===== src/hdl/caseless_phrase_match_filter_unit_macros.svh =====
// Assertion macros shared by the caseless phrase match filter RTL.
// Each macro clocks on clk_i and is disabled while rst_ni is low.
`ifndef CASELESS_PHRASE_MATCH_FILTER_UNIT_MACROS_SVH
`define CASELESS_PHRASE_MATCH_FILTER_UNIT_MACROS_SVH

// The expression must hold at every clock edge out of reset.
`define CPMF_ASSERT_ALWAYS(label, expr, msg) \
  label: assert property (@(posedge clk_i) disable iff (!rst_ni) (expr)) else $error(msg);

// The consequent must hold in the cycle after the antecedent.
`define CPMF_ASSERT_NEXT(label, ante, cons, msg) \
  label: assert property (@(posedge clk_i) disable iff (!rst_ni) (ante) |=> (cons)) \
    else $error(msg);

`endif


===== src/hdl/cpmf_pkg.sv =====
// Package of the caseless phrase match filter: sizes, types, phrase table
// and the case folding function. No dependencies.
package cpmf_pkg;

  localparam int unsigned PHRASE_COUNT   = 5;
  localparam int unsigned LONGEST_PHRASE = 25;
  localparam int unsigned WINDOW_DEPTH   = LONGEST_PHRASE - 1;
  localparam int unsigned FILL_W         = $clog2(WINDOW_DEPTH + 1);
  localparam int unsigned LEN_W          = $clog2(LONGEST_PHRASE + 1);

  typedef logic [7:0] byte_t;
  typedef logic [WINDOW_DEPTH-1:0][7:0] window_t;
  typedef logic [LONGEST_PHRASE*8-1:0] phrase_t;
  typedef logic [FILL_W-1:0] fill_t;
  typedef logic [LEN_W-1:0] len_t;

  // Strings are right aligned: the last character of a phrase sits in byte 0.
  localparam phrase_t PHRASE_TEXT [PHRASE_COUNT] = '{
    phrase_t'("thanks for watching"),
    phrase_t'("subscribe to"),
    phrase_t'("thank you for watching"),
    phrase_t'("please like and subscribe"),
    phrase_t'("see you in the next")
  };

  localparam len_t PHRASE_CHARS [PHRASE_COUNT] = '{
    len_t'(19), len_t'(12), len_t'(22), len_t'(25), len_t'(19)
  };

  localparam byte_t UPPER_A   = 8'h41;
  localparam byte_t UPPER_Z   = 8'h5A;
  localparam byte_t CASE_STEP = 8'h20;

  function automatic byte_t fold_byte(input byte_t b);
    byte_t r;
    r = b;
    if (b >= UPPER_A && b <= UPPER_Z) begin
      r = b + CASE_STEP;
    end
    return r;
  endfunction

endpackage


===== src/hdl/cpmf_match.sv =====
// Phrase comparator of the caseless phrase match filter: compares the current
// folded byte and the window against every phrase in parallel. Uses cpmf_pkg.
module cpmf_match import cpmf_pkg::*; (
  input  byte_t   cur_i,
  input  window_t window_i,
  input  fill_t   fill_i,
  output logic    hit_o
);

  always_comb begin
    logic ok;
    hit_o = 1'b0;
    for (int p = 0; p < PHRASE_COUNT; p++) begin
      ok = (fill_i >= FILL_W'(PHRASE_CHARS[p] - 1'b1));
      if (PHRASE_TEXT[p][7:0] != cur_i) begin
        ok = 1'b0;
      end
      for (int k = 1; k < LONGEST_PHRASE; k++) begin
        if (LEN_W'(k) < PHRASE_CHARS[p] && PHRASE_TEXT[p][8*k +: 8] != window_i[k-1]) begin
          ok = 1'b0;
        end
      end
      if (ok) begin
        hit_o = 1'b1;
      end
    end
  end

endmodule


===== src/hdl/caseless_phrase_match_filter_unit.sv =====
// A closing item's result is written to the result register when the item leaves the input register.
// Throughput: one item per cycle unless a closing item waits; the window, fill count and match flag
// update between the input register and the result register.
// A closing item waits in the input register while an earlier result is unread.
// Reset: rst_ni is asynchronous and active low; it empties both registers and
// clears the fill count and match flag. The block is ready right after reset.
`include "caseless_phrase_match_filter_unit_macros.svh"

module caseless_phrase_match_filter_unit import cpmf_pkg::*; (
  input  logic       clk_i,
  input  logic       rst_ni,
  input  logic       s_axis_tvalid_i,
  output logic       s_axis_tready_o,
  input  logic [7:0] s_axis_tdata_i,   // [7:0] text_byte
  input  logic       s_axis_tuser_i,   // [0] has_byte
  input  logic       s_axis_tlast_i,
  output logic       m_axis_tvalid_o,
  input  logic       m_axis_tready_i,
  output logic [7:0] m_axis_tdata_o    // [0] is_match, [7:1] zero
);

  logic    in_valid_q;
  byte_t   in_byte_q;
  logic    in_has_q;
  logic    in_last_q;
  window_t window_q;
  fill_t   fill_q;
  logic    seen_q;
  logic    out_valid_q;
  logic    out_match_q;
  logic    advance;
  logic    hit;
  logic    seen_d;

  assign advance = in_valid_q && !(in_last_q && out_valid_q && !m_axis_tready_i);
  assign s_axis_tready_o = !in_valid_q || advance;

  cpmf_match u_match (
    .cur_i    (in_byte_q),
    .window_i (window_q),
    .fill_i   (fill_q),
    .hit_o    (hit)
  );

  assign seen_d = seen_q || (in_has_q && hit);

  always_ff @(posedge clk_i or negedge rst_ni) begin
    if (!rst_ni) begin
      in_valid_q <= 1'b0;
    end else if (s_axis_tready_o) begin
      in_valid_q <= s_axis_tvalid_i;
    end
  end

  always_ff @(posedge clk_i) begin
    if (s_axis_tready_o && s_axis_tvalid_i) begin
      in_byte_q <= fold_byte(s_axis_tdata_i);
      in_has_q  <= s_axis_tuser_i;
      in_last_q <= s_axis_tlast_i;
    end
  end

  always_ff @(posedge clk_i or negedge rst_ni) begin
    if (!rst_ni) begin
      fill_q <= '0;
      seen_q <= 1'b0;
    end else if (advance) begin
      if (in_last_q) begin
        fill_q <= '0;
        seen_q <= 1'b0;
      end else if (in_has_q) begin
        seen_q <= seen_d;
        if (fill_q < FILL_W'(WINDOW_DEPTH)) begin
          fill_q <= fill_q + 1'b1;
        end
      end
    end
  end

  always_ff @(posedge clk_i) begin
    if (advance && in_has_q) begin
      window_q <= {window_q[WINDOW_DEPTH-2:0], in_byte_q};
    end
  end

  always_ff @(posedge clk_i or negedge rst_ni) begin
    if (!rst_ni) begin
      out_valid_q <= 1'b0;
    end else if (advance && in_last_q) begin
      out_valid_q <= 1'b1;
    end else if (m_axis_tready_i) begin
      out_valid_q <= 1'b0;
    end
  end

  always_ff @(posedge clk_i) begin
    if (advance && in_last_q) begin
      out_match_q <= seen_d;
    end
  end

  assign m_axis_tvalid_o = out_valid_q;
  assign m_axis_tdata_o  = {7'b0, out_match_q};

  `CPMF_ASSERT_ALWAYS(a_fill_bound, fill_q <= FILL_W'(WINDOW_DEPTH), "fill count overflow")
  `CPMF_ASSERT_NEXT(a_close_clears, advance && in_last_q,
                    fill_q == '0 && !seen_q && out_valid_q, "text close did not clear state")
  `CPMF_ASSERT_NEXT(a_seen_sticky, seen_q && !(advance && in_last_q), seen_q,
                    "match flag dropped inside a text")
  `CPMF_ASSERT_ALWAYS(a_stall_blocks, !(in_valid_q && in_last_q && out_valid_q &&
                      !m_axis_tready_i) || !s_axis_tready_o, "closing item overran result")

endmodule

===== config.mk =====
export PLATFORM = sky130hd
export DESIGN_NAME = caseless_phrase_match_filter_unit
export DESIGN_NICKNAME = d
export VERILOG_FILES = /design/src/hdl/cpmf_pkg.sv /design/src/hdl/cpmf_match.sv /design/src/hdl/caseless_phrase_match_filter_unit.sv
export VERILOG_INCLUDE_DIRS = /design/src /design/src/hdl
export SDC_FILE = /design/constraint.sdc
export NUM_CORES = 1
export LEC_CHECK = 0
export ABC_CLOCK_PERIOD_IN_PS = 23300
export BUFFER_PORTS_ARGS = -buffer_cell sky130_fd_sc_hd__buf_2
export CAP_MARGIN = 40
export CORE_ASPECT_RATIO = 1.2
export CORE_UTILIZATION = 52
export DETAILED_ROUTE_END_ITERATION = 12
export HOLD_SLACK_MARGIN = 0.06
export MAX_ROUTING_LAYER = met4
export PLACE_DENSITY = 0.69
export REMOVE_ABC_BUFFERS = 1
export SLEW_MARGIN = 20
export SYNTH_ARGS = -nofsm -noshare
export SYNTH_HDL_FRONTEND = slang
export SYNTH_SLANG_ARGS = --single-unit

===== constraint.sdc =====
create_clock -name clk_i -period 23.3 [get_ports clk_i]
set_input_delay 2.33 -clock clk_i [delete_from_list [all_inputs] [get_ports clk_i]]
set_output_delay 2.33 -clock clk_i [all_outputs]
set_load 0.03 [all_outputs]

# [Word level (Yosys, flattened, before mapping)]
# Cells that the tools add are included.
[op_classes] add_sub_neg=2 magnitude_cmp=7 eq_ne=80 n_mux=110 reduce_logical=18
[ops] cell="inequality test 7 x 8 -> 1 bit (first input constant)" n=70
[ops] cell="two-way mux 1 bit" n=106
[ops] cell="inequality test 6 x 8 -> 1 bit (first input constant)" n=10
[ops] cell="greater-or-equal comparator 5 bit (second input constant)" n=3
[ops] cell="two-way mux 5 bit" n=3
[ops] cell="adder 8 x 6 -> 8 bit (second input constant)" n=1
[ops] cell="greater-or-equal comparator 8 x 7 -> 1 bit (second input constant)" n=1
[ops] cell="<= comparator 8 x 7 -> 1 bit (second input constant)" n=1
[ops] cell="logical AND 1 bit" n=8
[ops] cell="two-way mux 8 bit" n=1
[ops] cell="nonzero test 2 bit" n=3
[ops] cell="adder 5 x 1 -> 5 bit (second input constant)" n=1
[ops] cell="greater-or-equal comparator 5 x 4 -> 1 bit (second input constant)" n=1
[ops] cell="< comparator 5 bit (second input constant)" n=1
[ops] cell="zero test 1 bit" n=3
[ops] cell="AND reduction 3 bit" n=1
[ops] cell="logical OR 1 bit" n=2
[ops] cell="AND reduction 2 bit" n=1
[word_totals] ff_bits=211 input_bits=14 output_inout_bits=10

# [Depth between registers and ports, before layout]
[logic_depth] word_depth=32 depth_mapped=9

# [By module]
# A second synthesis with hierarchy kept.
[hier_totals] cells_unflattened=426 area_unflattened_um2=7822.5
[modules_own_cells] mod="caseless_phrase_match_filter_unit" instances=1 cells_each=277 area_each_um2=6740.2 seq_area_each_um2=6296.0
[modules_own_cells] mod="cpmf_match" instances=1 cells_each=149 area_each_um2=1082.3 seq_area_each_um2=0.0

# [Worst setup path before layout]
# OpenSTA, ideal clock, no wires.
[synth_timing] path_kind="input -> register" from="input m_axis_tready_i" to="register fill_q[0]" arrival_ps=13314 path_slack_ps=9841 cell_stages=4 path_buffers=0 cell_sequence="nor2b_1 a21oi_1 nand2_1 o31ai_1"
[synth_via] elab_chain_len=5
[synth_lines] item="start, declared" line="caseless_phrase_match_filter_unit.sv:18" source="input logic m_axis_tready_i,"
[synth_lines] item="zero test 1 bit" line="caseless_phrase_match_filter_unit.sv:35" source="assign advance = in_valid_q && !(in_last_q && out_valid_q && !m_axis_tready_i);"
[synth_lines] item="logical AND 1 bit" line="caseless_phrase_match_filter_unit.sv:35"
[synth_lines] item="zero test 1 bit" line="caseless_phrase_match_filter_unit.sv:35"
[synth_lines] item="logical AND 1 bit" line="caseless_phrase_match_filter_unit.sv:35"
[synth_lines] item="AND reduction 3 bit (no line)"
[synth_lines] item="end signal, assigned" line="caseless_phrase_match_filter_unit.sv:74" source="fill_q <= fill_q + 1'b1;"
[synth_lines] item="end, declared" line="caseless_phrase_match_filter_unit.sv:27" source="fill_t fill_q;"
# No other way between the ends.
# A chain may end at the register's enable or synchronous reset.

# [Final worst setup path]
[layout_timing] from="input m_axis_tready_i" to="output s_axis_tready_o"
[layout_via] elab_chain_len=5
[layout_lines] item="zero test 1 bit" line="caseless_phrase_match_filter_unit.sv:35"
[layout_lines] item="logical AND 1 bit" line="caseless_phrase_match_filter_unit.sv:35"
[layout_lines] item="zero test 1 bit" line="caseless_phrase_match_filter_unit.sv:35"
[layout_lines] item="logical AND 1 bit" line="caseless_phrase_match_filter_unit.sv:35"
[layout_lines] item="logical OR 1 bit" line="caseless_phrase_match_filter_unit.sv:36" source="assign s_axis_tready_o = !in_valid_q || advance;"
[layout_lines] item="end, declared" line="caseless_phrase_match_filter_unit.sv:13" source="output logic s_axis_tready_o,"
# No other way between the ends.

==> key figures <==
Logic synthesis
  – Share of Yosys cell area claimed by the top area cell type: 0.796
  – Mapped Cells: 407
  – Post-synth ARST share: 0.0379
  – Yosys reg bits: 211
  – Yosys warns: 0
  – Synth top cells by count: edfxtp_1, nor4bb_1, nand4_1
  – Number of synthesized flops with an enable pin: 203
  – Synthesized area per cell: 18.8 um2
  – Ranking of synthesized cells by area: edfxtp_1, nor4bb_1, dfrtp_1
  – Main flop type after synthesis: edfxtp_1
  – Synth Cell Area: 7660 um2
  – Unique masters post-synth: 43
  – Cell accounting for the most synthesized area: edfxtp_1
  – Seq/Total Area, Yosys: 0.822
  – Top-count cell post-synth: edfxtp_1

Floorplanning
  – Die W: 113 um
  – Core Area: 14400 um2
  – Die area: 15200 um2
  – I/O Pins: 24
  – Chip height: 135 um
  – Row cnt: 48
  – Initial Util: 0.531

Critical path
  – R2R setup slack: 20620 ps
  – Crit-path max FO: 3
  – Critical path type: in -> out
  – Crit path required time: 20970 ps
  – Critical Path Source Type: input port
  – Worst Path Arrival: 3130 ps
  – Setup crit end: s_axis_tready_o
  – Origin of the worst setup path: m_axis_tready_i
  – Cell count of the worst reg-to-reg path: 8
  – CP Capture Type: output pin
  – Worst r2r src: fill_q[0]
  – Worst R2R End: out_match_q

CTS
  – Clock-pin slew on the worst setup and hold paths: 60 ps
  – Cts hold-fix bufs: 0
  – Post_cts resized: 0
  – H-tree Lvls: 1
  – CTS tree: done
  – Clock Sinks: 211
  – Clock Tree Root: clkbuf_16
  – Worst-skew pair later-pin latency: 480 ps
  – Setup repair bufs after CTS: 0
  – Max clock buf depth: 3
  – CTS buffer count: 21

Detailed routing
  – Final ANT Viol Nets: 0
  – Vias per cell: 6.13
  – Final routed wire length divided by cell count: 23.3 um
  – Detailed Route Iter0 Violations: 457
  – Residual DRC: 0
  – Post-Route WL: 14700 um
  – Via count: 3877
  – Detailed Routing Iterations Pass 1: 5

Job
  – Max Cap Violations: 0

GRT
  – Vias in the first global route: 3946
  – First-pass GRT wire length: 22500 um
  – Largest net degree at the start of global routing: 196
  – GRT Total Usage: 0.207
  – Initial antenna violation count: 0
  – GRT overflow: 0

Timing
  – Fin Hold WS: 441 ps
  – Final worst-path cycle share: 0.234
  – Worst rel slew slack: 0.313
  – Final hold viol count: 0
  – Clock Skews: 15.3 ps
  – Highest clock rate: 183 MHz
  – TNS Setup: 0 ps
  – Slew Viols, Final: 0
  – Worst slew pin tran: 1030 ps
  – Final Setup Violations: 0
  – Period minus WS final: 5460 ps
  – Unrepaired setup endpoints after global routing: no

Power and ir drop
  – Peak VDD IR: 88.5 uV
  – Leakage: 2.75 nW
  – Power Dens Cells: 92.6 nW/um2

Layout
  – Layout cells sized above 1: 0.107
  – Final Net Count: 462
  – Inserted Diodes: 0
  – P&R area growth vs syn: 12.2%
  – # fillers: 1066

Placed design
  – HPWL Detailed: 9960 um
  – # port buffers: 16
  – Final GP Congestion: 0.929

Status
  – Status: finished, final reports clean

Hold path
  – Hold WC Path Type: reg -> reg
how the worst min path moves through the flow:
stage / from / to / slack (ps) / cells past startpoint
4_1_cts: window_q[93] / window_q[101] / 440 / 0
2_1_floorplan: window_q[111] / window_q[119] / 420 / 0
5_1_grt: window_q[145] / window_q[153] / 450 / 0
3_3_place_gp: window_q[145] / window_q[153] / 420 / 0
6_report: window_q[79] / window_q[87] / 440 / 0
3_5_place_dp: window_q[110] / window_q[118] / 430 / 0
cells by family after synthesis:
family / Yosys count / synth area share
AO/OA/AOI/OAI: 17 / 0.0175
XOR/XNOR: 2 / 0.00229
adder cells (fa/ha/maj): 4 / 0.00653
buffers and inverters: 14 / 0.0108
flip-flops: 211 / 0.822
other: 1 / 0.000490
AND/OR/NAND/NOR: 158 / 0.140
state kept, by name, indices dropped and copies added (netlist names):
signal / flops
window_q: 192
in_byte_q: 8
fill_q: 5
in_has_q: 1
in_last_q: 1
in_valid_q: 1
m_axis_tvalid_o: 1
out_match_q: 1
seen_q: 1
area by class of cell:
type | count | area [um2] | share of cell area
Timing Repair Buffer | 17 | 100 | 0.0117
Inverter | 5 | 18.8 | 0.00218
Multi-Input combinational cell | 188 | 1320 | 0.153
Sequential cell | 211 | 6300 | 0.733
Clock inverter | 7 | 86.3 | 0.0100
Clock buffer | 29 | 556 | 0.0647
Tap cell | 175 | 219 | 0.0255
per-layer routing:
layer  track usage  routed length [um]  up-vias
met5             -                   0        -
met4        0.0867                 454        0
met3        0.0359                 847       26
met2         0.346                7430      146
met1         0.252                5970     1969
li1              -                   -     1736
cells in the final DEF (no fill, tap or decap), types with 4 or more instances in the layout:
cell type,n
and4b_1,4
buf_2,16
clkbuf_1,8
clkbuf_16,21
conb_1,7
dfrtp_1,8
edfxtp_1,203
ha_1,4
inv_1,4
nand2_1,15
nand3_1,12
nand4_1,18
nand4b_1,11
nor2_1,16
nor2b_1,4
nor3_1,10
nor4_1,10
nor4b_1,12
nor4bb_1,21
or4_1,5
critical path, cell delays in order:
cell and delay, ps:
buf_2 100, nor2b_1 300, nand3_1 180, buf_2 220
power breakdown:
group	total [mW]	switching, mW	leakage (nW)	internal [mW]
clock	0.319	0.130	0.310	0.189
combinational	0.0228	0.0161	0.426	0.00675
sequential	0.454	0.0146	2.01	0.439
through the flow:
stage	cells	power (mW)	util	cell area [um2]	worst slack, ps
after CTS	632	0.803	0.596	8590	17820
after global routing	632	0.822	0.596	8590	17770
after detailed placement	596	0.484	0.551	7950	17830
final	632	0.795	0.596	8590	17840
after global placement	596	0.483	0.551	7950	17860
after floorplan	404	0.477	-	7620	9840
Power figures use the tool's default switching activity.
